`config.mk`:
```
export PLATFORM = sky130hd
export DESIGN_NAME = lru_key_value_cache_unit
export DESIGN_NICKNAME = d
export VERILOG_FILES = /design/src/sv/lkvc_pkg.sv /design/src/sv/lkvc_datapath.sv /design/src/sv/lkvc_ctrl.sv /design/src/sv/lru_key_value_cache_unit.sv
export SDC_FILE = /design/constraint.sdc
export NUM_CORES = 2
export LEC_CHECK = 0
export ABC_AREA = 1
export BUFFER_PORTS_ARGS = -buffer_cell sky130_fd_sc_hd__buf_4
export CAP_MARGIN = 20
export CORE_AREA = 2 2 433 435
export DETAILED_ROUTE_END_ITERATION = 6
export DIE_AREA = 0 0 435 437
export GPL_TIMING_DRIVEN = 0
export SLEW_MARGIN = 40
export SYNTH_ARGS = -nofsm -noshare
export SYNTH_HDL_FRONTEND = slang
export SYNTH_SLANG_ARGS = --single-unit
```
`constraint.sdc`:
```
create_clock -name clk -period 6.59 [get_ports clk]
set_input_delay 1.318 -clock clk [delete_from_list [all_inputs] [get_ports clk]]
set_output_delay 1.318 -clock clk [all_outputs]
set_load 0.02 [all_outputs]
```
`src/sv/lkvc_pkg.sv`:
```
// Package for the LRU key-value cache: widths, request codes, controller
// states, datapath operations and the command/status structs.
// No dependencies.
package lkvc_pkg;

    localparam int DEF_ENTRIES = 16;
    localparam int KEY_W       = 32;
    localparam int VAL_W       = 32;
    localparam int CAP_W       = 5;

    localparam logic [CAP_W-1:0] CAP_RESET = 5'd16;

    localparam logic REQ_GET = 1'b0;
    localparam logic REQ_PUT = 1'b1;

    typedef enum logic [2:0] {
        S_IDLE,
        S_MATCH,
        S_EXEC,
        S_SCAN,
        S_RESP
    } state_t;

    typedef enum logic [2:0] {
        OP_NONE,
        OP_TOUCH_HIT,
        OP_UPDATE_HIT,
        OP_REMOVE_HIT,
        OP_REPLACE_LRU,
        OP_INSERT_FRESH,
        OP_INSERT_SCAN
    } op_t;

    typedef struct packed {
        logic capture;
        logic match;
        op_t  op;
        logic scan_start;
        logic scan_step;
    } ctl_cmd_t;

    typedef struct packed {
        logic is_put;
        logic hit;
        logic full;
        logic over;
        logic holes;
        logic scan_free;
    } ctl_stat_t;

endpackage

```
`src/sv/lkvc_datapath.sv`:
```
// Datapath of the LRU key-value cache: tag flops, valid bits, recency ranks,
// value memory, capacity register and match logic.
// Depends on lkvc_pkg.
module lkvc_datapath #(
    parameter int ENTRIES = lkvc_pkg::DEF_ENTRIES
) (
    input  logic                            clk,
    input  logic                            rst_n,
    input  lkvc_pkg::ctl_cmd_t              cmd,
    output lkvc_pkg::ctl_stat_t             stat,
    input  logic                            cfg_we,
    input  logic [lkvc_pkg::CAP_W-1:0]      cfg_capacity,
    input  logic                            req_type,
    input  logic signed [lkvc_pkg::KEY_W-1:0] key,
    input  logic signed [lkvc_pkg::VAL_W-1:0] value,
    output logic                            found,
    output logic signed [lkvc_pkg::VAL_W-1:0] read_value
);
    import lkvc_pkg::*;

    localparam int IDX_W  = (ENTRIES > 1) ? $clog2(ENTRIES) : 1;
    localparam int OCC_W  = $clog2(ENTRIES + 1);
    localparam int RANK_W = IDX_W;
    localparam int CMP_W  = (OCC_W > CAP_W) ? OCC_W : CAP_W;

    logic              req_type_reg;
    logic [KEY_W-1:0]  key_reg;
    logic [VAL_W-1:0]  value_reg;
    logic [CAP_W-1:0]  cap_reg;

    logic              valid_reg [ENTRIES];
    logic [RANK_W-1:0] rank_reg  [ENTRIES];
    logic [KEY_W-1:0]  keys_reg  [ENTRIES];
    logic [VAL_W-1:0]  val_mem   [ENTRIES];
    logic [VAL_W-1:0]  rdata_reg;

    logic [OCC_W-1:0]  occ_reg;
    logic [OCC_W-1:0]  hwm_reg;
    logic [IDX_W-1:0]  scan_idx_reg;

    logic              hit_reg;
    logic [IDX_W-1:0]  hit_idx_reg;
    logic [RANK_W-1:0] hit_rank_reg;
    logic [IDX_W-1:0]  lru_idx_reg;

    logic              hit_any;
    logic [IDX_W-1:0]  hit_idx;
    logic [RANK_W-1:0] hit_rank;
    logic [IDX_W-1:0]  lru_idx;

    logic [CMP_W-1:0]  cap_ext;
    logic [CMP_W-1:0]  occ_ext;
    logic [CMP_W-1:0]  ent_ext;
    logic [CMP_W-1:0]  eff_cap;

    logic [IDX_W-1:0]  tgt_idx;
    logic [OCC_W-1:0]  tgt_rank;
    logic              do_touch;
    logic              do_remove;
    logic              do_insert;
    logic              do_fresh;
    logic              key_wr;
    logic              val_wr;

    // parallel tag compare; hit and LRU vectors are one-hot, so OR-encode
    always_comb
    begin
        hit_any  = 1'b0;
        hit_idx  = '0;
        hit_rank = '0;
        lru_idx  = '0;
        for (int i = 0; i < ENTRIES; i++)
        begin
            if (valid_reg[i] && keys_reg[i] == key_reg)
            begin
                hit_any  = 1'b1;
                hit_idx  = hit_idx | IDX_W'(i);
                hit_rank = hit_rank | rank_reg[i];
            end
            if (valid_reg[i] && OCC_W'(rank_reg[i]) == occ_reg - OCC_W'(1))
            begin
                lru_idx = lru_idx | IDX_W'(i);
            end
        end
    end

    // clamp capacity to 1..ENTRIES
    always_comb
    begin
        cap_ext = CMP_W'(cap_reg);
        occ_ext = CMP_W'(occ_reg);
        ent_ext = CMP_W'(ENTRIES);
        if (cap_reg == '0)
            eff_cap = CMP_W'(1);
        else if (cap_ext > ent_ext)
            eff_cap = ent_ext;
        else
            eff_cap = cap_ext;
    end

    always_comb
    begin
        stat.is_put    = (req_type_reg == REQ_PUT);
        stat.hit       = hit_reg;
        stat.full      = (occ_ext >= eff_cap);
        stat.over      = (occ_ext > eff_cap);
        stat.holes     = (hwm_reg != occ_reg);
        stat.scan_free = !valid_reg[scan_idx_reg];
    end

    always_comb
    begin
        tgt_idx   = hit_idx_reg;
        tgt_rank  = OCC_W'(hit_rank_reg);
        do_touch  = 1'b0;
        do_remove = 1'b0;
        do_insert = 1'b0;
        do_fresh  = 1'b0;
        key_wr    = 1'b0;
        val_wr    = 1'b0;
        case (cmd.op)
            OP_TOUCH_HIT:
            begin
                do_touch = 1'b1;
            end
            OP_UPDATE_HIT:
            begin
                do_touch = 1'b1;
                val_wr   = 1'b1;
            end
            OP_REMOVE_HIT:
            begin
                do_remove = 1'b1;
            end
            OP_REPLACE_LRU:
            begin
                tgt_idx  = lru_idx_reg;
                tgt_rank = occ_reg - OCC_W'(1);
                do_touch = 1'b1;
                key_wr   = 1'b1;
                val_wr   = 1'b1;
            end
            OP_INSERT_FRESH:
            begin
                tgt_idx   = hwm_reg[IDX_W-1:0];
                tgt_rank  = occ_reg;
                do_touch  = 1'b1;
                do_insert = 1'b1;
                do_fresh  = 1'b1;
                key_wr    = 1'b1;
                val_wr    = 1'b1;
            end
            OP_INSERT_SCAN:
            begin
                tgt_idx   = scan_idx_reg;
                tgt_rank  = occ_reg;
                do_touch  = 1'b1;
                do_insert = 1'b1;
                key_wr    = 1'b1;
                val_wr    = 1'b1;
            end
            default:
            begin
                do_touch = 1'b0;
            end
        endcase
    end

    always_ff @(posedge clk or negedge rst_n)
    begin
        if (!rst_n)
        begin
            cap_reg      <= CAP_RESET;
            occ_reg      <= '0;
            hwm_reg      <= '0;
            scan_idx_reg <= '0;
            hit_reg      <= 1'b0;
            hit_idx_reg  <= '0;
            hit_rank_reg <= '0;
            lru_idx_reg  <= '0;
            for (int i = 0; i < ENTRIES; i++)
            begin
                valid_reg[i] <= 1'b0;
                rank_reg[i]  <= '0;
            end
        end
        else
        begin
            if (cfg_we)
                cap_reg <= cfg_capacity;
            if (cmd.match)
            begin
                hit_reg      <= hit_any;
                hit_idx_reg  <= hit_idx;
                hit_rank_reg <= hit_rank;
                lru_idx_reg  <= lru_idx;
            end
            if (cmd.scan_start)
                scan_idx_reg <= '0;
            else if (cmd.scan_step)
                scan_idx_reg <= scan_idx_reg + 1'b1;

            for (int i = 0; i < ENTRIES; i++)
            begin
                if (do_touch && valid_reg[i] && OCC_W'(rank_reg[i]) < tgt_rank)
                    rank_reg[i] <= rank_reg[i] + 1'b1;
                if (do_remove && valid_reg[i] && OCC_W'(rank_reg[i]) > tgt_rank)
                    rank_reg[i] <= rank_reg[i] - 1'b1;
            end
            if (do_touch)
                rank_reg[tgt_idx] <= '0;
            if (do_remove)
            begin
                rank_reg[tgt_idx]  <= '0;
                valid_reg[tgt_idx] <= 1'b0;
                occ_reg            <= occ_reg - 1'b1;
            end
            if (do_insert)
            begin
                valid_reg[tgt_idx] <= 1'b1;
                occ_reg            <= occ_reg + 1'b1;
            end
            if (do_fresh)
                hwm_reg <= hwm_reg + 1'b1;
        end
    end

    always_ff @(posedge clk)
    begin
        if (cmd.capture)
        begin
            req_type_reg <= req_type;
            key_reg      <= key;
            value_reg    <= value;
        end
        if (key_wr)
            keys_reg[tgt_idx] <= key_reg;
    end

    always_ff @(posedge clk)
    begin
        if (val_wr)
            val_mem[tgt_idx] <= value_reg;
        rdata_reg <= val_mem[hit_idx_reg];
    end

    assign found      = hit_reg;
    assign read_value = hit_reg ? rdata_reg : {VAL_W{1'b1}};

endmodule

```
`src/sv/lkvc_ctrl.sv`:
```
// Controller of the LRU key-value cache: sequences match, update, eviction
// and free-slot scan steps for one request at a time.
// Depends on lkvc_pkg.
module lkvc_ctrl (
    input  logic                 clk,
    input  logic                 rst_n,
    input  logic                 start,
    output logic                 busy,
    output logic                 result_valid,
    output lkvc_pkg::ctl_cmd_t   cmd,
    input  lkvc_pkg::ctl_stat_t  stat
);
    import lkvc_pkg::*;

    state_t state_reg;
    state_t state_next;

    always_ff @(posedge clk or negedge rst_n)
    begin
        if (!rst_n)
            state_reg <= S_IDLE;
        else
            state_reg <= state_next;
    end

    always_comb
    begin
        state_next     = state_reg;
        cmd.capture    = 1'b0;
        cmd.match      = 1'b0;
        cmd.op         = OP_NONE;
        cmd.scan_start = 1'b0;
        cmd.scan_step  = 1'b0;
        case (state_reg)
            S_IDLE:
            begin
                if (start)
                begin
                    cmd.capture = 1'b1;
                    state_next  = S_MATCH;
                end
            end
            S_MATCH:
            begin
                cmd.match  = 1'b1;
                state_next = S_EXEC;
            end
            S_EXEC:
            begin
                if (!stat.is_put)
                begin
                    cmd.op     = stat.hit ? OP_TOUCH_HIT : OP_NONE;
                    state_next = S_RESP;
                end
                else if (stat.hit && !stat.over)
                begin
                    cmd.op     = OP_UPDATE_HIT;
                    state_next = S_IDLE;
                end
                else if (stat.hit)
                begin
                    // drop the old copy, then match again to evict
                    cmd.op     = OP_REMOVE_HIT;
                    state_next = S_MATCH;
                end
                else if (stat.full)
                begin
                    cmd.op     = OP_REPLACE_LRU;
                    state_next = S_IDLE;
                end
                else if (!stat.holes)
                begin
                    cmd.op     = OP_INSERT_FRESH;
                    state_next = S_IDLE;
                end
                else
                begin
                    cmd.scan_start = 1'b1;
                    state_next     = S_SCAN;
                end
            end
            S_SCAN:
            begin
                if (stat.scan_free)
                begin
                    cmd.op     = OP_INSERT_SCAN;
                    state_next = S_IDLE;
                end
                else
                begin
                    cmd.scan_step = 1'b1;
                end
            end
            S_RESP:
            begin
                state_next = S_IDLE;
            end
            default:
            begin
                state_next = S_IDLE;
            end
        endcase
    end

    assign busy         = (state_reg != S_IDLE);
    assign result_valid = (state_reg == S_RESP);

endmodule

```
`src/sv/lru_key_value_cache_unit.sv`:
```
// Fully associative key-value cache with least-recently-used replacement, up
// to ENTRIES entries, cleared at reset with no clearing pass. One request is
// taken at a time: start is accepted when busy is low. A get returns found and
// read_value on a one-cycle result_valid strobe in the response state, after
// the match and execute states, and frees the block in the cycle after the
// strobe; the receiver cannot stall it. A put returns nothing and steps through
// match, then update. A put whose key is present while capacity sits below
// occupancy adds a remove and a rematch step. A put that adds a key after
// entries were removed that way scans the valid bits one per cycle for a free
// slot. capacity is to be written through cfg_valid/cfg_ready while idle; the
// user is bound to that, the block itself does not enforce it. 0 acts as 1,
// above ENTRIES as ENTRIES.
module lru_key_value_cache_unit #(
    parameter int ENTRIES = lkvc_pkg::DEF_ENTRIES
) (
    input  logic                              clk,
    input  logic                              rst_n,
    input  logic                              start,
    output logic                              busy,
    input  logic                              req_type,
    input  logic signed [lkvc_pkg::KEY_W-1:0] key,
    input  logic signed [lkvc_pkg::VAL_W-1:0] value,
    output logic                              result_valid,
    output logic                              found,
    output logic signed [lkvc_pkg::VAL_W-1:0] read_value,
    input  logic                              cfg_valid,
    output logic                              cfg_ready,
    input  logic [lkvc_pkg::CAP_W-1:0]        cfg_capacity
);
    import lkvc_pkg::*;

    ctl_cmd_t  cmd;
    ctl_stat_t stat;
    logic      cfg_we;

    assign cfg_ready = 1'b1;
    assign cfg_we    = cfg_valid & cfg_ready;

    lkvc_ctrl u_ctrl (
        .clk          (clk),
        .rst_n        (rst_n),
        .start        (start),
        .busy         (busy),
        .result_valid (result_valid),
        .cmd          (cmd),
        .stat         (stat)
    );

    lkvc_datapath #(
        .ENTRIES (ENTRIES)
    ) u_datapath (
        .clk          (clk),
        .rst_n        (rst_n),
        .cmd          (cmd),
        .stat         (stat),
        .cfg_we       (cfg_we),
        .cfg_capacity (cfg_capacity),
        .req_type     (req_type),
        .key          (key),
        .value        (value),
        .found        (found),
        .read_value   (read_value)
    );

`ifndef NO_ASSERTIONS
    a_single_strobe: assert property (@(posedge clk) disable iff (!rst_n)
        result_valid |=> !result_valid)
        else $error("result strobe held longer than one cycle");

    a_accept_busy: assert property (@(posedge clk) disable iff (!rst_n)
        (start && !busy) |=> busy)
        else $error("accepted request did not raise busy");

    a_result_after_match: assert property (@(posedge clk) disable iff (!rst_n)
        result_valid |-> $past(cmd.match, 2))
        else $error("result without a preceding match step");

    a_fresh_slot: assert property (@(posedge clk) disable iff (!rst_n)
        (cmd.op == OP_INSERT_FRESH) |-> (!stat.holes && !stat.full))
        else $error("fresh insert with holes present or store full");
`endif

endmodule
```
=== Word level (Yosys, flattened, before mapping) ===
Memories as Yosys holds them, arrays and structs flattened. A register that Yosys moved wholly into a read port is not among the register bits.
Index checks and enable logic that the tools add are counted.

* Register bits: 180
* Word-level logic and storage cells: 446
* RAM bits: 1024
* Memories: 2
* Output and inout port bits: 36
* Bits of input ports: 74

{| class="wikitable"
|+ Memory list
! name !! depth !! bits a word !! read ports !! clocked after memory_dff !! wr ports !! line !! text
|-
| u_datapath.keys_reg || 16 || 32 || 16 || 0 || 1 || lkvc_datapath.sv:33 || <nowiki>logic [KEY_W-1:0] keys_reg [ENTRIES];</nowiki>
|-
| u_datapath.val_mem || 16 || 32 || 1 || 1 || 1 || lkvc_datapath.sv:34 || <nowiki>logic [VAL_W-1:0] val_mem [ENTRIES];</nowiki>
|}

* Equality and inequality tests: 44
* Reduce and logical (&&, ||, !) cells: 108
* Add/subtract/negate cells: 36
* Bitwise logic cells: 23
* Magnitude comparators: 38
* Mux-type cells: 151

{| class="wikitable"
|+ Operators by type and width
! operator !! count
|-
| $eq A32 B32 Y1 || 16
|-
| $mux W4 || 67
|-
| $and A64 B64 Y64 || 2
|-
| $mux W64 || 2
|-
| $logic_and A1 B1 Y1 || 97
|-
| $gt A4 B5 Y1 || 16
|-
| $lt A4 B5 Y1 || 16
|-
| $eq A4 B5 Y1 || 15
|-
| $add A4 B1 Y4 const B || 17
|-
| $not A64 Y64 || 1
|-
| $sub A4 B1 Y4 const B || 16
|-
| $or A4 B4 Y4 || 15
|-
| $mux W3 || 19
|-
| $mux W1 || 43
|-
| $mux W16 || 2
|-
| $mux W32 || 1
|-
| $mux W5 || 4
|-
| $and A16 B16 Y16 || 1
|-
| $demux W4 S4 || 1
|-
| $not A16 Y16 || 1
|-
| $or A16 B16 Y16 || 1
|-
| $eq A3 B2 Y1 const B || 4
|-
| $eq A3 B3 Y1 const B || 4
|-
| $mux W2 || 6
|-
| 27 further kinds || 33
|}

=== Depth between registers and ports, before layout ===
An unclocked memory read counts as a cell.

* Word-level depth: 34
* Mapped depth: 31
* Depth with buffers taken out: 31

=== Hierarchy ===
Synthesis repeated with hierarchy kept, for this count alone.

* Cell total of the unflattened synthesis: 6422
* Area, all modules: 61062.3 um2

{| class="wikitable"
|+ Modules (own cells, without submodules)
! module !! sequential area each (um2) !! cells an instance !! area an instance (um2) !! times used
|-
| lkvc_datapath || 36145.9 || 6376 || 60775.8 || 1
|-
| lkvc_ctrl || 75.1 || 44 || 275.3 || 1
|-
| lru_key_value_cache_unit || 0.0 || 2 || 11.3 || 1
|}

=== Worst setup path before layout ===
Ideal clock, no wire load.

* Path kind: input -> register
* Start: input port start
* End: register u_datapath.key_reg[0] (enable)
* Cell stages on the path: 2
* Data arrival time: 4054 ps
* Path buffers: 0
* Path slack: 2048 ps
* Required time: 6101 ps
* Setup time: 489 ps
* Cell sequence: inv_1 -> nor2_1

{| class="wikitable"
|+ RTL lines
! what !! line !! text
|-
| start: declaration || lru_key_value_cache_unit.sv:18 || <nowiki>input logic start,</nowiki>
|-
| end signal: assignment || lkvc_datapath.sv:233 || <nowiki>key_reg <= key;</nowiki>
|-
| end: declaration || lkvc_datapath.sv:27 || <nowiki>logic [KEY_W-1:0] key_reg;</nowiki>
|}

=== Worst setup path after layout ===
* Start: register u_datapath.key_reg[15]
* End: register u_datapath.hit_rank_reg[1]

* Word-level cells in the longest chain between the ends: 33
* Elaborated cells between the ends (all ways): 63
* Those cells by class: 16 x eq/ne; 16 x mux; 15 x bitwise; 16 x reduce/logical

{| class="wikitable"
|+ Ends and longest elaborated chain
! what !! line !! text
|-
| $eq A32 B32 Y1 || lkvc_datapath.sv:74 || <nowiki>if (valid_reg[i] && keys_reg[i] == key_reg)</nowiki>
|-
| $logic_and A1 B1 Y1 || lkvc_datapath.sv:74 ||
|-
| $mux W4 || lkvc_datapath.sv:74 ||
|-
| $or A4 B4 Y4 || lkvc_datapath.sv:78 || <nowiki>hit_rank = hit_rank | rank_reg[i];</nowiki>
|-
| $mux W4 || lkvc_datapath.sv:74 ||
|-
| $or A4 B4 Y4 || lkvc_datapath.sv:78 ||
|-
| $mux W4 || lkvc_datapath.sv:74 ||
|-
| $or A4 B4 Y4 || lkvc_datapath.sv:78 ||
|-
| (+17 left out) || - ||
|-
| $or A4 B4 Y4 || lkvc_datapath.sv:78 ||
|-
| $mux W4 || lkvc_datapath.sv:74 ||
|-
| $or A4 B4 Y4 || lkvc_datapath.sv:78 ||
|-
| $mux W4 || lkvc_datapath.sv:74 ||
|-
| $or A4 B4 Y4 || lkvc_datapath.sv:78 ||
|-
| $mux W4 || lkvc_datapath.sv:74 ||
|-
| $or A4 B4 Y4 || lkvc_datapath.sv:78 ||
|-
| $mux W4 (*) || lkvc_datapath.sv:74 ||
|-
| end signal: assignment || lkvc_datapath.sv:195 || <nowiki>hit_rank_reg <= hit_rank;</nowiki>
|-
| end: declaration || lkvc_datapath.sv:43 || <nowiki>logic [RANK_W-1:0] hit_rank_reg;</nowiki>
|}

Mark *: on every way between the ends. The rest lies on a longest branch, timed or not.
A chain may end at the register's enable or synchronous reset.

==> impl_metrics.tcl <==
set metrics [dict create \
    drv_slew 0 \
    dp_slack_ns 1.39 \
    yosys.cell_types.count 66 \
    synth_edf_count 1089 \
    synth_top_family_by_area "simple AND/OR/NAND/NOR gates" \
    synth_mux_area_share_pct 2.31 \
    arrival_ns 6.10 \
    die_h_um 437 \
    first_pass_iters 7 \
    avgSynthCellArea_sq_um 11.9 \
    die-area_sq_mm 0.190 \
    postCtsResizedCells 0 \
    vias 40900 \
    postCtsSetupBuffers 0 \
    timing.hold.ws_ns 0.475 \
    final_hold_viol_count 0 \
    crit_type "reg -> reg" \
    overflow 0 \
    p_leak_nw 24.3 \
    cts.clk_slew.worst_paths_ns 0.06 \
    synthesis.nets 4829 \
    synth-seq-cells 1236 \
    synth.most_common_cell "edfxtp_1" \
    timing.final.crit_share_pct 81.3 \
    synth_top_area_cell "edfxtp_1" \
    ys.flop_type "edfxtp_1" \
    cts_buffers 132 \
    postCtsHoldBufs 0 \
    synthSimpleGateAreaFrac_pct 11.5 \
    wl_per_cell_um 26.4 \
    fin_nets 5208 \
    cts_tree "built" \
    wirelength_um 202000 \
    ios 110 \
    power_density_mw_per_mm2 420 \
    area_growth_syn_to_layout_pct 20.2 \
    htree_num_levels 4 \
    synth_area_sq_mm 0.0554 \
    rows 158 \
    numPortBuffers 107 \
    ys_warn_count 0 \
    drc_errors 33 \
    rsz0062_at_grt "no" \
    synth_compound_area_share_pct 10.9 \
    dpl.hpwl_um 143000 \
    grt_util_all_layers_pct 20.6 \
    crit_path_end_kind "flip-flop" \
    status "finished, violations left" \
    crit_fanout 10 \
    setup_viol 0 \
    grt_pass1_wl_um 283000 \
    core_sq_mm 0.185 \
    finalNonFillerCells 7638 \
    synth_top_cell_area_share_pct 59.0 \
    die_x_um 435 \
    synth_fa_ha_area_share_pct 2.01 \
    drive_above_1_share_pct 14.2 \
    seq_area_frac_synth_pct 65.4 \
    finalCriticalPeriod_ns 5.36 \
    start_util_pct 29.9 \
    synth_top_cells_by_area "edfxtp_1, dfrtp_1, nand2_1" \
    ant_nets 0 \
    finalWorstSetupSlack_ns 1.23 \
    grt_max_degree 59 \
    drt_iter0_markers 5975 \
    max_freq_ghz 0.187 \
    place_inst 7391 \
    clock_latency_ns 0.80 \
    antenna_found_initial 7 \
    peakVddDrop_v 0.000228 \
    synth_cells 4666 \
    crit_required_ns 7.33 \
    viasPerCell 5.36 \
    violations "DRC" \
    clock-root-buffer "clkbuf_16" \
    clockBufferDepth 3 \
    ys_async_sr_fraction_pct 9.30 \
    critical_path.startpoint_type "flip-flop" \
    post-route-util_pct 36.0 \
    grt_pass1_vias 39100 \
    worstHoldPathType "in -> async" \
    clkSinkCount 1236 \
    worstMarginPinSlew_ns 0.957 \
    synthTopCellsByCount "edfxtp_1, nand2_1, inv_1, o21ai_0, nor2_1" \
    synth_xor_area_share_pct 3.54 \
    maxCapViolCount 0 \
    fin_skew_ns 0.0538 \
    slew_headroom_pct 36.2 \
    globalplace.congestion 0.960 \
    fin_tns_setup_ns 0 \
]
## final cells by class
class,instances,area [sq um]
multi-input combinational,2800,17100
clock inverter,64,748
tap,2480,3100
fill,17900,118000
buffer,197,895
inverter,433,1630
clock buffer,179,3610
sequential,1236,36200
timing repair buffer,245,3270
antenna,4,10.0
## routing by layer
layer  GRT usage (%)  routed length, um
met1            26.2              77900
met2            32.8              92200
met3            4.13              19200
met4            11.5              12600
met5               0                 13
## critical path, stage by stage, from the launching register on
cell      delay [ns]
edfxtp_1        0.59
buf_6           0.21
buf_6           0.16
buf_6           0.17
clkinv_1        0.41
clkbuf_1        0.54
a22o_1          0.32
nor4_1          0.54
nand2_1         0.19
nor4_2          0.49
nand4_1         0.79
o22ai_1         0.51
nor2_1          0.09
nand3_1         0.09
nor2_1          0.05
nor2_1          0.09
## cell families after synthesis
kind of cell             Yosys count
AO/OA/AOI/OAI                    973
XOR/XNOR                         224
adder cells (fa/ha/maj)           89
buffers and inverters            630
flip-flops                      1236
multiplexers                     128
other                              1
AND/OR/NAND/NOR                 1385
## placed cells by master (no fill, tap or decap), types with 38 or more instances in the layout
master / instances
a21oi_1: 196
a221oi_1: 38
buf_16: 45
buf_4: 113
buf_6: 48
buf_8: 48
clkbuf_1: 130
clkbuf_16: 133
clkbuf_2: 60
dfrtp_1: 114
edfxtp_1: 1089
ha_1: 89
inv_1: 406
mux2i_1: 128
nand2_1: 598
nand3_1: 207
nand4_1: 92
nor2_1: 225
nor4_1: 50
o211ai_1: 142
o21ai_0: 319
o22ai_1: 116
or2_2: 71
xnor2_1: 91
xor2_1: 132
## where the power goes
group	switching, mW	leakage, nW	internal (mW)	total, mW
registers	0.858	11.6	9.61	10.5
logic	7.04	10.6	2.94	9.98
clock network	3.25	2.12	4.29	7.54
## path summary, 6_finish.rpt
path	depth (start not counted)	to	startpoint	slack [ns]
max	15	u_datapath.hit_rank_reg[1]	u_datapath.key_reg[15]	1.23
min reg2reg	1	u_datapath.scan_idx_reg[3]	u_datapath.scan_idx_reg[3]	0.50
max in group asynchronous	2	u_datapath.valid_reg[9]	rst_n	5.38
min	1	u_datapath.rank_reg[32]	rst_n	0.47
max reg2reg	15	u_datapath.hit_rank_reg[1]	u_datapath.key_reg[15]	1.23
min in group clk	1	u_datapath.scan_idx_reg[3]	u_datapath.scan_idx_reg[3]	0.50
## through the flow
step                power [mW]  cell area, sq um
finish                    28.0             66600
global route              29.0             66600
CTS                       27.9             66600
detailed placement        20.4             62200
global placement          19.6             59300
floorplan                 15.7             55400
Power figures use the tool's default switching activity.
